$ cat config.mk
export PLATFORM = sky130hd
export DESIGN_NAME = tilt_to_dual_servo_pwm
export DESIGN_NICKNAME = d
export VERILOG_FILES = /design/src/sv/tts_pkg.sv /design/src/sv/tilt_to_dual_servo_pwm.sv
export SDC_FILE = /design/constraint.sdc
export NUM_CORES = 1
export LEC_CHECK = 0
export BUFFER_PORTS_ARGS = -buffer_cell sky130_fd_sc_hd__clkbuf_2
export CORE_MARGIN = 8
export CORE_UTILIZATION = 40
export CTS_CLUSTER_SIZE = 40
export DETAILED_ROUTE_END_ITERATION = 10
export GPL_ROUTABILITY_DRIVEN = 0
export PLACE_DENSITY = 0.64
export SETUP_SLACK_MARGIN = 0.2
export SYNTH_ARGS = -nofsm -noshare
export SYNTH_HDL_FRONTEND = slang
export SYNTH_SLANG_ARGS = --single-unit
export TNS_END_PERCENT = 5
$ cat constraint.sdc
create_clock -name clk -period 12.25 [get_ports clk]
set_input_delay 0.6125 -clock clk [delete_from_list [all_inputs] [get_ports clk]]
set_output_delay 0.6125 -clock clk [all_outputs]
set_load 0.02 [all_outputs]
$ cat src/sv/tts_pkg.sv
package tts_pkg;

    // design constants
    localparam int CAL_SAMPLES  = 50;
    localparam int SAMPLE_BITS  = 10;

    // fixed field widths
    localparam int SAMPLE_IN_W  = 10;
    localparam int AXIS_W       = 2;
    localparam int DB_W         = 10;
    localparam int GAIN_W       = 6;
    localparam int WIDTH_W      = 16;
    localparam int CFG_IDX_W    = 3;
    localparam int CFG_DATA_W   = 16;

    // derived widths
    localparam int SAMPLE_EXT_W = SAMPLE_IN_W + SAMPLE_BITS;
    localparam int COUNT_W      = $clog2(CAL_SAMPLES + 1);
    localparam int SUM_W        = SAMPLE_BITS + $clog2(CAL_SAMPLES);
    localparam int CMP_W        = (SAMPLE_BITS > DB_W ? SAMPLE_BITS : DB_W) + 2;
    localparam int PROD_W       = SAMPLE_BITS + GAIN_W;
    localparam int WSUM_W       = (PROD_W > WIDTH_W ? PROD_W : WIDTH_W) + 1;

    // sum / CAL_SAMPLES as a multiply by a rounded-up reciprocal and a shift
    localparam int DIV_SHIFT    = SUM_W + $clog2(CAL_SAMPLES);
    localparam int DIV_MULT_W   = DIV_SHIFT + 1;
    localparam logic [DIV_MULT_W-1:0] DIV_MULT =
        DIV_MULT_W'(((64'd1 << DIV_SHIFT) + 64'(CAL_SAMPLES) - 64'd1) / 64'(CAL_SAMPLES));
    localparam int QPROD_W      = SUM_W + DIV_MULT_W;

    // register reset values
    localparam logic [DB_W-1:0]    DEADBAND_RST     = DB_W'(10);
    localparam logic [GAIN_W-1:0]  GAIN_RST         = GAIN_W'(9);
    localparam logic [WIDTH_W-1:0] CENTER_WIDTH_RST = WIDTH_W'(1500);
    localparam logic [WIDTH_W-1:0] MIN_WIDTH_RST    = WIDTH_W'(500);
    localparam logic [WIDTH_W-1:0] MAX_WIDTH_RST    = WIDTH_W'(2500);
    localparam logic [WIDTH_W-1:0] FRAME_LENGTH_RST = WIDTH_W'(20000);

    // axis codes
    localparam logic [AXIS_W-1:0] AXIS_X    = 2'd0;
    localparam logic [AXIS_W-1:0] AXIS_Y    = 2'd1;
    localparam logic [AXIS_W-1:0] AXIS_Z    = 2'd2;
    localparam logic [AXIS_W-1:0] AXIS_NONE = 2'd3;

    typedef enum logic {
        OP_SAMPLE = 1'b0,
        OP_TICK   = 1'b1
    } op_t;

    typedef enum logic [CFG_IDX_W-1:0] {
        CFG_DEADBAND     = 3'd0,
        CFG_GAIN         = 3'd1,
        CFG_CENTER_WIDTH = 3'd2,
        CFG_MIN_WIDTH    = 3'd3,
        CFG_MAX_WIDTH    = 3'd4,
        CFG_FRAME_LENGTH = 3'd5
    } cfg_reg_t;

endpackage

$ cat src/sv/tilt_to_dual_servo_pwm.sv
// channel  | direction | handshake          | payload
// ---------+-----------+--------------------+---------------------------------------------
// input    | in        | in_valid, in_stall | opcode, axis, sample
// output   | out       | out_valid, out_stall | servo1/2_level, servo1/2_width,
//          |           |                    | calibrated, frame_start
// config   | in        | cfg_valid, cfg_ready | cfg_index, cfg_data
//
// one transaction per cycle sustained while the output is not stalled; path from input to result:
// (input register, then one pass of compare/multiply/add into the result register)
// the zero-point divide is a constant reciprocal multiply in the same pass
// reset loads register defaults, centers both widths, clears calibration and frame counter
// a stalled output holds the result; the input register still takes one more transaction
// cfg_ready is always high
module tilt_to_dual_servo_pwm (
    input  logic                          clk,
    input  logic                          rst_n,
    input  logic                          in_valid,
    output logic                          in_stall,
    input  logic                          opcode,
    input  logic [tts_pkg::AXIS_W-1:0]    axis,
    input  logic [tts_pkg::SAMPLE_IN_W-1:0] sample,
    output logic                          out_valid,
    input  logic                          out_stall,
    output logic                          servo1_level,
    output logic                          servo2_level,
    output logic [tts_pkg::WIDTH_W-1:0]   servo1_width,
    output logic [tts_pkg::WIDTH_W-1:0]   servo2_width,
    output logic                          calibrated,
    output logic                          frame_start,
    input  logic                          cfg_valid,
    output logic                          cfg_ready,
    input  logic [tts_pkg::CFG_IDX_W-1:0] cfg_index,
    input  logic [tts_pkg::CFG_DATA_W-1:0] cfg_data
);
    import tts_pkg::*;

    // configuration registers
    logic [DB_W-1:0]    deadband_reg;
    logic [GAIN_W-1:0]  gain_reg;
    logic [WIDTH_W-1:0] center_reg;
    logic [WIDTH_W-1:0] min_reg;
    logic [WIDTH_W-1:0] max_reg;
    logic [WIDTH_W-1:0] frame_len_reg;

    // input register
    logic                   in_vld_reg;
    op_t                    op_reg;
    logic [AXIS_W-1:0]      axis_reg;
    logic [SAMPLE_BITS-1:0] samp_reg;

    // block state
    logic [WIDTH_W-1:0]     width1_reg, width1_next;
    logic [WIDTH_W-1:0]     width2_reg, width2_next;
    logic [SAMPLE_BITS-1:0] zero_reg [3];
    logic [SAMPLE_BITS-1:0] zero_next [3];
    logic [SUM_W-1:0]       sum_reg [3];
    logic [SUM_W-1:0]       sum_next [3];
    logic [COUNT_W-1:0]     cnt_reg [3];
    logic [COUNT_W-1:0]     cnt_next [3];
    logic [WIDTH_W-1:0]     fc_reg, fc_next;

    // result register
    logic                   out_vld_reg;
    logic                   l1_reg, l1_next;
    logic                   l2_reg, l2_next;
    logic                   cal_reg, cal_next;
    logic                   fs_reg, fs_next;

    logic                   advance;
    logic                   in_accept;
    logic [SAMPLE_BITS-1:0] samp_in;

    // datapath intermediates
    logic [SAMPLE_BITS-1:0] zero_sel;
    logic [SUM_W-1:0]       sum_sel;
    logic [COUNT_W-1:0]     cnt_sel;
    logic [SUM_W-1:0]       sum_new;
    logic [QPROD_W-1:0]     quot_prod;
    logic signed [CMP_W-1:0] off_s;
    logic signed [CMP_W-1:0] db_s;
    logic [SAMPLE_BITS-1:0] mag;
    logic [PROD_W-1:0]      prod;
    logic [WSUM_W-1:0]      up_sum;
    logic [WSUM_W-1:0]      dn_diff;
    logic [WIDTH_W-1:0]     up_w;
    logic [WIDTH_W-1:0]     dn_w;
    logic [WIDTH_W-1:0]     new_w;
    logic [WIDTH_W-1:0]     len;
    logic [WIDTH_W:0]       fc_inc;

    // handshake
    assign advance   = in_vld_reg && (!out_vld_reg || !out_stall);
    assign in_stall  = in_vld_reg && !advance;
    assign in_accept = in_valid && !in_stall;
    assign cfg_ready = 1'b1;
    assign samp_in   = SAMPLE_BITS'(SAMPLE_EXT_W'(sample));

    // configuration writes
    always_ff @(posedge clk or negedge rst_n)
    begin
        if (!rst_n)
        begin
            deadband_reg  <= DEADBAND_RST;
            gain_reg      <= GAIN_RST;
            center_reg    <= CENTER_WIDTH_RST;
            min_reg       <= MIN_WIDTH_RST;
            max_reg       <= MAX_WIDTH_RST;
            frame_len_reg <= FRAME_LENGTH_RST;
        end
        else if (cfg_valid && cfg_ready)
        begin
            unique case (cfg_index)
                CFG_DEADBAND:     deadband_reg  <= DB_W'(cfg_data);
                CFG_GAIN:         gain_reg      <= GAIN_W'(cfg_data);
                CFG_CENTER_WIDTH: center_reg    <= cfg_data;
                CFG_MIN_WIDTH:    min_reg       <= cfg_data;
                CFG_MAX_WIDTH:    max_reg       <= cfg_data;
                CFG_FRAME_LENGTH: frame_len_reg <= cfg_data;
                default:          ;
            endcase
        end
    end

    // selected axis state
    always_comb
    begin
        zero_sel = zero_reg[axis_reg];
        sum_sel  = sum_reg[axis_reg];
        cnt_sel  = cnt_reg[axis_reg];
    end

    // calibration sum and zero point by reciprocal multiply
    assign sum_new   = sum_sel + SUM_W'(samp_reg);
    assign quot_prod = QPROD_W'(sum_new) * QPROD_W'(DIV_MULT);

    // offset from zero point and deadband, signed
    assign off_s = $signed(CMP_W'(samp_reg)) - $signed(CMP_W'(zero_sel));
    assign db_s  = $signed(CMP_W'(deadband_reg));
    assign mag   = SAMPLE_BITS'(off_s[CMP_W-1] ? -off_s : off_s);
    assign prod  = PROD_W'(gain_reg) * PROD_W'(mag);

    // high side clamps at max, low side at min including underflow
    assign up_sum  = WSUM_W'(center_reg) + WSUM_W'(prod);
    assign dn_diff = WSUM_W'(center_reg) - WSUM_W'(prod);

    always_comb
    begin
        if (up_sum > WSUM_W'(max_reg))
        begin
            up_w = max_reg;
        end
        else
        begin
            up_w = WIDTH_W'(up_sum);
        end

        if (WSUM_W'(prod) > WSUM_W'(center_reg))
        begin
            dn_w = min_reg;
        end
        else if (WIDTH_W'(dn_diff) < min_reg)
        begin
            dn_w = min_reg;
        end
        else
        begin
            dn_w = WIDTH_W'(dn_diff);
        end

        priority if (off_s > db_s)
        begin
            new_w = up_w;
        end
        else if (off_s < -db_s)
        begin
            new_w = dn_w;
        end
        else
        begin
            new_w = center_reg;
        end
    end

    // frame counter step
    assign len    = (frame_len_reg == '0) ? WIDTH_W'(1) : frame_len_reg;
    assign fc_inc = (WIDTH_W + 1)'(fc_reg) + (WIDTH_W + 1)'(1);

    // next state and result for the item in the input register
    always_comb
    begin
        width1_next = width1_reg;
        width2_next = width2_reg;
        zero_next   = zero_reg;
        sum_next    = sum_reg;
        cnt_next    = cnt_reg;
        fc_next     = fc_reg;
        l1_next     = 1'b0;
        l2_next     = 1'b0;
        fs_next     = 1'b0;

        if (op_reg == OP_TICK)
        begin
            fs_next = (fc_reg == '0);
            l1_next = (fc_reg < width1_reg);
            l2_next = (fc_reg < width2_reg);
            if (fc_inc >= (WIDTH_W + 1)'(len))
            begin
                fc_next = '0;
            end
            else
            begin
                fc_next = WIDTH_W'(fc_inc);
            end
        end
        else if (axis_reg != AXIS_NONE)
        begin
            if (cnt_sel < COUNT_W'(CAL_SAMPLES))
            begin
                sum_next[axis_reg] = sum_new;
                cnt_next[axis_reg] = cnt_sel + COUNT_W'(1);
                if (cnt_sel == COUNT_W'(CAL_SAMPLES - 1))
                begin
                    zero_next[axis_reg] = quot_prod[DIV_SHIFT +: SAMPLE_BITS];
                end
            end
            else if (axis_reg == AXIS_X)
            begin
                width1_next = new_w;
            end
            else if (axis_reg == AXIS_Y)
            begin
                width2_next = new_w;
            end
        end

        cal_next = (cnt_next[AXIS_X] == COUNT_W'(CAL_SAMPLES)) &&
                   (cnt_next[AXIS_Y] == COUNT_W'(CAL_SAMPLES)) &&
                   (cnt_next[AXIS_Z] == COUNT_W'(CAL_SAMPLES));
    end

    // control and block state
    always_ff @(posedge clk or negedge rst_n)
    begin
        if (!rst_n)
        begin
            in_vld_reg  <= 1'b0;
            out_vld_reg <= 1'b0;
            width1_reg  <= CENTER_WIDTH_RST;
            width2_reg  <= CENTER_WIDTH_RST;
            zero_reg    <= '{default: '0};
            sum_reg     <= '{default: '0};
            cnt_reg     <= '{default: '0};
            fc_reg      <= '0;
            cal_reg     <= 1'b0;
        end
        else
        begin
            if (in_accept)
            begin
                in_vld_reg <= 1'b1;
            end
            else if (advance)
            begin
                in_vld_reg <= 1'b0;
            end

            if (advance)
            begin
                out_vld_reg <= 1'b1;
            end
            else if (out_vld_reg && !out_stall)
            begin
                out_vld_reg <= 1'b0;
            end

            if (advance)
            begin
                width1_reg <= width1_next;
                width2_reg <= width2_next;
                zero_reg   <= zero_next;
                sum_reg    <= sum_next;
                cnt_reg    <= cnt_next;
                fc_reg     <= fc_next;
                cal_reg    <= cal_next;
            end
        end
    end

    // input and result payload
    always_ff @(posedge clk)
    begin
        if (in_accept)
        begin
            op_reg   <= op_t'(opcode);
            axis_reg <= axis;
            samp_reg <= samp_in;
        end
        if (advance)
        begin
            l1_reg <= l1_next;
            l2_reg <= l2_next;
            fs_reg <= fs_next;
        end
    end

    assign out_valid    = out_vld_reg;
    assign servo1_level = l1_reg;
    assign servo2_level = l2_reg;
    assign servo1_width = width1_reg;
    assign servo2_width = width2_reg;
    assign calibrated   = cal_reg;
    assign frame_start  = fs_reg;

`ifndef NO_ASSERTIONS
    // calibration counts saturate at the sample count
    a_cnt_bound: assert property (@(posedge clk) disable iff (!rst_n)
        cnt_reg[0] <= COUNT_W'(CAL_SAMPLES) && cnt_reg[1] <= COUNT_W'(CAL_SAMPLES) &&
        cnt_reg[2] <= COUNT_W'(CAL_SAMPLES))
        else $error("calibration count beyond limit");

    // calibrated flag never drops once set
    a_cal_sticky: assert property (@(posedge clk) disable iff (!rst_n)
        !$fell(cal_reg))
        else $error("calibrated flag dropped");

    // a stall toward the input only comes from a full input register
    a_stall_full: assert property (@(posedge clk) disable iff (!rst_n)
        in_stall |-> in_vld_reg && out_vld_reg && out_stall)
        else $error("input stalled without a blocked result");

    // an item moved forward always shows up as a result
    a_adv_result: assert property (@(posedge clk) disable iff (!rst_n)
        advance |=> out_vld_reg)
        else $error("advanced item lost");

    // frame counter only moves on a tick leaving the input register
    a_fc_tick: assert property (@(posedge clk) disable iff (!rst_n)
        !(advance && op_reg == OP_TICK) |=> $stable(fc_reg))
        else $error("frame counter moved without a tick");
`endif

endmodule
==> flow_metrics.py, run 1 <==
metrics = {
    "status": {
        "status": "finished clean",
    },
    "sta": {
        "fin_crit_sh_pct": 91.7,
        "fin_skew_ns": 0.0272,
        "timing.hold.ws_ns": 0.0856,
        "max_freq_ghz": 0.0891,
        "setup_tns_ns": 0,
        "relSlewSlack_pct": 22.2,
        "worst_slew_pin_slew_ns": 1.15,
        "finalHoldViolCount": 0,
        "rsz0062_at_grt": "no",
        "period_needed_ns": 11.23,
        "report.final.slew_viol_count": 0,
        "setup_viol": 0,
    },
    "clock_tree": {
        "max-clock-path-buffers": 3,
        "clock-root-buffer": "clkbuf_16",
        "cts.clk_slew.worst_paths_ns": 0.06,
        "clk_latency_ns": 0.58,
        "htree_num_levels": 1,
        "cts_buffers": 30,
        "cts_tree": "built",
        "clock-sinks": 243,
    },
    "routing": {
        "viasPerCell": 5.32,
        "drcViolationCount": 0,
        "dr.pass1.iters": 5,
        "routed_wl_um": 58000,
        "first_iter_violations": 997,
        "vias": 16700,
        "ant_nets": 0,
        "wire_per_inst_um": 18.5,
    },
    "placement": {
        "dpl.hpwl_um": 46100,
        "port_buffers": 74,
    },
    "worst_setup_path": {
        "worst-path-buf-inv": 5,
        "crit_type": "reg -> reg",
        "endpoint_kind": "flip-flop",
        "crit_path_max_fanout": 14,
        "worst_setup_path_start_kind": "flip-flop",
        "cp.required_ns": 12.72,
        "crit_path_max_incr_delay_ns": 0.61,
        "path_common_cell": "nor2_1",
        "cp_top_family": "adder cells",
        "critPathSlowestCell": "or4_1",
        "arrival_ns": 11.70,
    },
    "synthesis": {
        "ys_seq_area_share_pct": 27.7,
        "synth_xor_xnor_area_share_pct": 4.04,
        "synthMuxAreaShare_pct": 9.38,
        "ys_warn_count": 0,
        "ys_ff_latch": 243,
        "synth-adder-area-share_pct": 29.5,
        "synth_flop_cell": "dfrtp_1",
        "synth_top_family_by_area": "adder cells",
        "synth_compound_area_share_pct": 10.8,
        "async_flop_share_pct": 93.4,
        "syn_inst": 2293,
        "syn-cell-area_um2": 22400,
        "synth-edff-count": 16,
        "yosys.area_share.simple_pct": 12.1,
        "ys_types": 83,
        "synth_fp_nets": 2775,
        "synth_area_per_cell_um2": 9.79,
    },
    "global_routing": {
        "first_global_vias": 17500,
        "grt_start_max_net_pins": 100,
        "antenna_found_initial": 1,
        "grt_pass1_wl_um": 94200,
        "track_usage_pct": 18.3,
        "top_usage_layer": "met2",
        "overflow": 0,
        "use_met2_pct": 31.3,
        "use_met3_pct": 2.41,
        "met1_usage_pct": 23.3,
    },
    "layout": {
        "area_growth_pct": 9.91,
        "fillers": 5379,
        "drive_gt1_share_pct": 15.1,
        "fin_nets": 2840,
        "antenna_cells": 0,
        "largest_reg_flops": 48,
    },
    "die": {
        "io_pins": 76,
        "die_w_um": 253,
        "initial_utilization_pct": 40.1,
        "die_area_um2": 63900,
        "core_area_um2": 56000,
        "die_h_um": 253,
        "rows": 87,
    },
    "job": {
        "drv_cap": 0,
    },
    "min_path": {
        "hold_class": "in -> async",
    },
}
[worst register-to-register path: cells and delay by family (launching register included)]
kind                       cells  cell delay, ns
and+or+nand+nor               13            2.34
DFF                            1            0.53
buffers and inverters          5            0.87
adders and majority gates      8            3.30
AOI/OAI and AO/OA             11            2.31
muxes                          3            0.84
xor gates and xnor gates       4            0.94
[per-stage QoR]
| stage | util [%] | std cells | cell area, um^2 | worst slack (ns) |
|---|---|---|---|---|
| 3_3_place_gp | 42.3 | 3077 | 23700 | 1.14 |
| 4_1_cts | 44.0 | 3131 | 24600 | 0.723 |
| 3_5_place_dp | 42.3 | 3077 | 23700 | 0.796 |
| 5_1_grt | 44.1 | 3136 | 24700 | 0.267 |
| 6_report | 44.1 | 3136 | 24700 | 1.02 |
| 2_1_floorplan | - | 2293 | 22400 | 1.91 |
[cells in the mapped netlist, types with 17 or more instances]
master | instances | area share, %
nor2_1 | 103 | 1.7
mux2i_1 | 54 | 2.4
xnor2_1 | 66 | 2.6
dfstp_2 | 41 | 4.8
xor2_1 | 35 | 1.4
nor3_1 | 40 | 0.89
nand2_1 | 190 | 3.2
ha_1 | 310 | 17
inv_1 | 307 | 5.1
and2_1 | 17 | 0.47
a21oi_1 | 100 | 2.2
a21o_1 | 32 | 1.1
nor2b_1 | 60 | 1.7
nand2b_1 | 29 | 0.81
clkbuf_1 | 51 | 0.85
nand3_1 | 33 | 0.74
dfrtp_1 | 186 | 21
fa_1 | 135 | 12
mux2_2 | 139 | 7.0
o21ai_0 | 119 | 2.7
[cell usage in the layout (no fill, tap or decap), types with 6 or more instances in the layout]
| master | Yosys | final |
|---|---|---|
| a211oi_1 | 12 | 12 |
| xnor2_1 | 66 | 66 |
| a31oi_1 | 12 | 12 |
| dfrtp_1 | 186 | 186 |
| and3_1 | 8 | 8 |
| clkinv_2 | 0 | 6 |
| nand3_1 | 33 | 33 |
| nand2_1 | 190 | 190 |
| mux2i_1 | 54 | 54 |
| o21a_1 | 14 | 13 |
| o21ai_0 | 119 | 119 |
| and2_1 | 17 | 17 |
| o211ai_1 | 10 | 10 |
| buf_4 | 6 | 28 |
| a21o_1 | 32 | 32 |
| nand4_1 | 16 | 16 |
| a21oi_1 | 100 | 100 |
| nor2b_1 | 60 | 60 |
| clkbuf_16 | 0 | 30 |
| nor4_1 | 9 | 9 |
| clkbuf_2 | 0 | 73 |
| edfxtp_1 | 16 | 16 |
| nor3b_1 | 6 | 6 |
| a22o_1 | 7 | 7 |
| nor3_1 | 40 | 39 |
| o31ai_1 | 6 | 6 |
| dfstp_2 | 41 | 41 |
| ha_1 | 310 | 310 |
| o2111ai_1 | 7 | 7 |
| xor2_1 | 35 | 35 |
| fa_1 | 135 | 135 |
| mux2_2 | 139 | 139 |
| or2_2 | 8 | 8 |
| o21bai_1 | 9 | 9 |
| nor2_1 | 103 | 102 |
| clkbuf_1 | 51 | 9 |
| nand2b_1 | 29 | 29 |
| inv_1 | 307 | 307 |
[logic make-up after synthesis]
logic type | count (synthesis)
AND/OR/NAND/NOR | 551
XOR/XNOR | 102
AO/OA/AOI/OAI | 379
flip-flops | 243
adder cells (fa/ha/maj) | 448
multiplexers | 193
other | 1
buffers and inverters | 376
[final timing paths]
check	start	end	slack, ns	cells past startpoint
setup / recovery	axis_reg[0]$_DFFE_PP_	servo1_width[7]$_DFFE_PN1P_	1.02	44
hold / removal	rst_n	fc_reg[8]$_DFFE_PN0P_	0.09	1
hold reg to reg	sum_reg[24]$_DFFE_PN0P_	sum_reg[24]$_DFFE_PN0P_	0.47	2
min in group clk	opcode	op_reg$_DFFE_PP_	0.21	1
max in group asynchronous	rst_n	sum_reg[4]$_DFFE_PN0P_	10.73	2
setup reg to reg	axis_reg[0]$_DFFE_PP_	servo1_width[7]$_DFFE_PN1P_	1.02	44
[timing repair]
action,in CTS,in global routing
resized for setup,0,3
endpoints found under the setup margin,0,32
hold buffers,0,0
setup buffers,0,5
endpoints found under the hold margin,0,0
[routing by layer]
metal  up-vias  wire (um)
li1       7945          -
met2       363      27800
met5         -          8
met3       118       2500
met1      8246      25300
met4         2       2430
[final cells by class]
type / count / area [um^2] / share of cell area (%)
Multi-Input combinational cell: 1674 / 14800 / 60.0
Sequential cell: 243 / 6210 / 25.2
Tap cell: 756 / 946 / 3.84
Clock inverter: 12 / 131 / 0.533
Inverter: 307 / 1150 / 4.67
Timing Repair Buffer: 102 / 591 / 2.39
Clock buffer: 42 / 826 / 3.35
Power of run 1 is not shown: default switching activity piles up to over one toggle a cycle in this logic, so the estimate is an artifact.
==> run 2: changes to the inputs <==
MAX_ROUTING_LAYER = met4   (was default)
PLACE_DENSITY = 0.66   (was 0.64)
==> run 2 against run 1 <==
Compared with the run above:
- hold slack improved by 0.052 ns
- clock skew fell by 0.0027 ns
- die area did not move
- final cell count fell by 0.35%
- cell area rose by 0.16%
- sequential share of layout area barely moved
- non-clock buffer count fell by 9
- wire length fell by 2.0%
- register-to-register slack got worse by 0.03 ns
- flip-flop and latch count did not move
- via count fell by 0.58%
- global-route usage rose by 0.21 points
- critical path type unchanged
- largest cell class unchanged
==> flow_metrics.py, run 2 (synthesis results as in run 1) <==
metrics = {
    "layout": {
        "antenna_cells": 0,
        "layout_common_cells": "ha_1 (310), inv_1 (307), nand2_1 (190), dfrtp_1 (186), mux2_2 (139)",
        "fin_cells": 3125,
        "fin_nets": 2830,
        "area_growth_pct": 10.1,
        "mostFrequentLayoutCell": "ha_1",
        "largest_reg_flops": 48,
        "drive_gt1_share_pct": 14.9,
    },
    "global_routing": {
        "first_global_vias": 17400,
        "antenna_found_initial": 0,
        "track_usage_pct": 18.5,
        "grt_pass1_wl_um": 93400,
        "overflow": 0,
        "grt_start_max_net_pins": 108,
    },
    "routing": {
        "dr.pass1.iters": 5,
        "routed_wl_um": 56900,
        "wire_per_inst_um": 18.2,
        "vias": 16600,
        "first_iter_violations": 1108,
        "viasPerCell": 5.30,
        "drcViolationCount": 0,
        "ant_nets": 0,
    },
    "placement": {
        "place_worst_setup_slack_ns": 0.728,
        "dpl.cell_count": 3072,
        "dpl.hpwl_um": 45900,
        "port_buffers": 74,
    },
    "die": {
        "die_area_um2": 63900,
        "initial_utilization_pct": 40.1,
        "core_area_um2": 56000,
        "die_w_um": 253,
        "io_pins": 76,
        "rows": 87,
        "die_h_um": 253,
    },
    "clock_tree": {
        "max-clock-path-buffers": 3,
        "cts_tree": "built",
        "clk_latency_ns": 0.57,
        "cts_buffers": 29,
        "htree_num_levels": 1,
        "cts.clk_slew.worst_paths_ns": 0.06,
        "clock-sinks": 243,
        "cts_hold_buf": 0,
        "clock-root-buffer": "clkbuf_16",
    },
    "worst_setup_path": {
        "crit_path_max_incr_delay_ns": 0.69,
        "reg2regPathDepth": 43,
        "path_common_cell": "a21oi_1",
        "worst_setup_path_start_kind": "flip-flop",
        "endpoint_kind": "flip-flop",
        "crit_type": "reg -> reg",
        "crit_path_max_fanout": 36,
        "arrival_ns": 11.73,
        "critPathSlowestCell": "a21boi_4",
        "cp.required_ns": 12.73,
    },
    "status": {
        "status": "finished clean",
    },
    "sta": {
        "finalWorstSetupSlack_ns": 0.993,
        "fin_crit_sh_pct": 91.9,
        "max_freq_ghz": 0.0888,
        "period_needed_ns": 11.26,
        "rsz0062_at_grt": "no",
        "worst_slew_pin_slew_ns": 1.14,
        "relSlewSlack_pct": 23.3,
        "fin_skew_ns": 0.0244,
        "report.final.slew_viol_count": 0,
        "finalHoldViolCount": 0,
        "setup_viol": 0,
        "setup_tns_ns": 0,
    },
    "min_path": {
        "hold_class": "in -> async",
    },
    "job": {
        "drv_cap": 0,
    },
}
## run 2: changes by cell type in the layout (fill, tap and decap cells not counted), moves of 2 or more
cell / previous run / this run
clkinv_2: 6 / 1
buf_4: 28 / 18
clkbuf_1: 9 / 5
bufinv_16: 2 / 4
## run 2: cell type report
type | instances | area (um^2)
sequential | 243 | 6210
timing repair buffer | 93 | 531
tap | 756 | 946
clock inverter | 12 | 184
fill | 5318 | 31200
inverter | 307 | 1150
clock buffer | 40 | 850
multi-input combinational | 1674 | 14800
## run 2: path summary, 6_finish.rpt
check                                        start                      endpoint  slack, ns
setup / recovery             axis_reg[0]$_DFFE_PP_  servo1_width[10]$_DFFE_PN1P_       0.99
hold / removal                               rst_n        fc_reg[15]$_DFFE_PN0P_       0.14
setup reg to reg             axis_reg[0]$_DFFE_PP_  servo1_width[10]$_DFFE_PN1P_       0.99
hold reg to reg            sum_reg[27]$_DFFE_PN0P_       sum_reg[27]$_DFFE_PN0P_       0.48
max in group asynchronous                    rst_n  frame_len_reg[6]$_DFFE_PN0P_      10.77
min in group clk                         sample[2]         samp_reg[2]$_DFFE_PP_       0.22
## run 2: metrics by stage
step / instance area [um^2] / utilization (%) / hold WS (ns)
2_1_floorplan: 22400 / - / 0.317
6_report: 24700 / 44.2 / 0.138
3_3_place_gp: 23600 / 42.2 / 0.458
5_1_grt: 24700 / 44.2 / 0.199
4_1_cts: 24700 / 44.1 / 0.158
3_5_place_dp: 23600 / 42.2 / 0.467
## run 2: critical path, delay by kind of cell, from the launching register on
kind / cells / cell delay (ns)
buffers and inverters: 2 / 0.41
XOR/XNOR: 3 / 0.71
AO/OA/AOI/OAI: 22 / 5.30
multiplexers: 2 / 0.54
AND/OR/NAND/NOR: 7 / 0.89
flip-flops: 1 / 0.43
adder cells (fa/ha/maj): 7 / 2.88
## run 2: routing by layer
| metal | share of wire [%] | track usage, % | vias up |
|---|---|---|---|
| li1 | - | - | 7912 |
| met5 | 0 | - | - |
| met2 | 48 | 31.3 | 426 |
| met4 | 3.2 | 5.51 | 0 |
| met3 | 4.9 | 2.04 | 99 |
| met1 | 44 | 23.1 | 8141 |
## run 2: repair_timing
item                                    in CTS  in global routing
resized for setup                            0                  7
endpoints found under the setup margin       0                 32
buffers inserted                             0                  1
Power of run 2 is left out for the same reason.
==> run 3: changes to the inputs <==
CORE_MARGIN = default   (was 8)
RECOVER_POWER = 100   (was default)
==> run 3 against run 2 <==
Compared with the run above:
- the flow now finishes with violations (max-capacitance violations, max-slew violations)
- first-iteration DRC count is 17% lower
- cell area is 0.91% lower
- critical path depth is 2 higher
- sequential share of layout area is 0.23 points higher
- register-to-register slack better by 0.02 ns
- core utilization is 0.11 points higher
- flip-flop and latch count stayed put
- worst setup slack better by 0.016 ns
- non-clock buffer count is 8 higher
- hold slack better by 0.076 ns
- critical endpoint is now servo2_width[0]$_DFFE_PN0P_
- highest routed layer unchanged
==> flow_metrics.py, run 3 (synthesis results as in run 1) <==
metrics = {
    "sta": {
        "finalHoldViolCount": 0,
        "report.final.slew_viol_count": 301,
        "worst_slew_pin_slew_ns": 5.56,
        "period_needed_ns": 11.24,
        "rsz0062_at_grt": "yes",
        "fin_crit_sh_pct": 91.8,
        "fin_skew_ns": 0.0179,
        "relSlewSlack_pct": -270,
        "setup_tns_ns": 0,
        "setup_viol": 0,
        "max_freq_ghz": 0.0890,
    },
    "die": {
        "io_pins": 76,
        "die_h_um": 239,
        "die_area_um2": 57000,
        "die_w_um": 239,
        "core_area_um2": 55300,
        "rows": 86,
        "initial_utilization_pct": 40.6,
    },
    "layout": {
        "area_growth_pct": 9.10,
        "fin_nets": 2838,
        "multi_input_area_um2": 14800,
        "largest_reg_flops": 48,
        "drive_gt1_share_pct": 12.6,
        "layout_common_cells": "ha_1 (310), inv_1 (307), nand2_1 (190), dfrtp_1 (186), mux2_2 (139)",
        "fin_cells": 3127,
        "fillers": 5329,
        "seqCellArea_um2": 6210,
        "mostFrequentLayoutCell": "ha_1",
    },
    "placement": {
        "dpl.hpwl_um": 45000,
        "dpl.cell_count": 3068,
        "port_buffers": 74,
    },
    "global_routing": {
        "antenna_found_initial": 1,
        "first_global_vias": 17200,
        "grt_pass1_wl_um": 92300,
        "track_usage_pct": 21.0,
        "grt_start_max_net_pins": 103,
        "overflow": 0,
    },
    "job": {
        "drv_cap": 5,
    },
    "worst_setup_path": {
        "reg2regPathDepth": 45,
        "arrival_ns": 11.67,
        "crit_path_max_fanout": 28,
        "path_common_cell": "a21oi_1",
        "crit_type": "reg -> reg",
        "r2r_start": "axis_reg[0]$_DFFE_PP_",
        "r2r_end": "servo2_width[0]$_DFFE_PN0P_",
        "worst_setup_path_start_kind": "flip-flop",
        "cp.required_ns": 12.68,
        "critPathSlowestCell": "fa_1",
        "crit_path_max_incr_delay_ns": 0.54,
        "rrSetupSlack_ns": 1.01,
        "cp_top_family": "compound AO/OA/AOI/OAI gates",
        "worst-path-buf-inv": 4,
        "endpoint_kind": "flip-flop",
    },
    "routing": {
        "routed_wl_um": 57000,
        "vias": 16700,
        "viasPerCell": 5.34,
        "ant_nets": 0,
        "wire_per_inst_um": 18.2,
        "first_iter_violations": 922,
        "drcViolationCount": 0,
        "dr.pass1.iters": 5,
    },
    "clock_tree": {
        "htree_num_levels": 1,
        "max-clock-path-buffers": 3,
        "cts_tree": "built",
        "cts.clk_slew.worst_paths_ns": 0.07,
        "clk_latency_ns": 0.58,
        "clock-root-buffer": "clkbuf_16",
        "clock-sinks": 243,
        "cts_buffers": 29,
    },
    "min_path": {
        "holdPathEnd": "samp_reg[0]$_DFFE_PP_",
        "hold_class": "in -> reg",
        "hold_depth": 1,
        "holdCritStartpoint": "sample[0]",
    },
    "status": {
        "failed_checks": "max-capacitance violations, max-slew violations",
        "status": "finished with violations",
    },
}
## run 3: worst reg2reg max path: cells and delay by family, from the launching register on
family | cells | cell delay [ns]
compound gates | 20 | 4.21
xor+xnor | 3 | 0.75
fa+ha+maj | 7 | 3.07
buf+inv | 4 | 0.83
flops | 1 | 0.38
mux | 2 | 0.60
simple gates | 9 | 1.25
## run 3: worst max-delay path by stage
| stage | from | to | slack [ns] | cells after the start |
|---|---|---|---|---|
| floorplan | axis_reg[0]$_DFFE_PP_ | servo1_width[11]$_DFFE_PN0P_ | 1.91 | 48 |
| global placement | axis_reg[0]$_DFFE_PP_ | servo2_width[7]$_DFFE_PN1P_ | 1.18 | 48 |
| detailed placement | axis_reg[0]$_DFFE_PP_ | servo2_width[7]$_DFFE_PN1P_ | 0.87 | 46 |
| CTS | axis_reg[0]$_DFFE_PP_ | servo2_width[7]$_DFFE_PN1P_ | 0.76 | 46 |
| global route | axis_reg[0]$_DFFE_PP_ | servo2_width[0]$_DFFE_PN0P_ | 0.05 | 44 |
| finish | axis_reg[0]$_DFFE_PP_ | servo2_width[0]$_DFFE_PN0P_ | 1.01 | 45 |
## run 3: per-stage QoR
stage	util, %	hold slack (ns)	setup WS (ns)	instance area, um^2
2_1_floorplan	-	0.317	1.91	22400
3_3_place_gp	42.7	0.457	1.18	23600
3_5_place_dp	42.7	0.473	0.872	23600
4_1_cts	44.4	0.118	0.764	24500
5_1_grt	44.3	0.205	0.0501	24500
6_report	44.3	0.214	1.01	24500
## run 3: area by class of cell
class | count | area share, %
flip-flops and latches | 243 | 25.4
multi-input cells | 1674 | 60.4
clock inverters | 11 | 0.281
inverters | 307 | 4.71
clock buffers | 42 | 3.41
repair buffers | 101 | 1.96
well taps | 748 | 3.82
diodes | 1 | 0.0102
## run 3: repair_timing
action                                  4_1_cts  5_1_grt
buffers inserted                              0        5
gates resized for setup                       0        2
endpoints found under the setup margin        0       32
endpoints found under the hold margin         0        0
hold buffers                                  0        0
## run 3: layer usage
layer | up-vias | part of all wire, % | GRT usage, %
met3 | 109 | 4.8 | 2.82
met4 | 0 | 3.8 | 7.11
li1 | 7930 | - | -
met2 | 446 | 48 | 34.5
met5 | - | 0 | -
met1 | 8220 | 44 | 26.6
Power of run 3 is left out for the same reason.
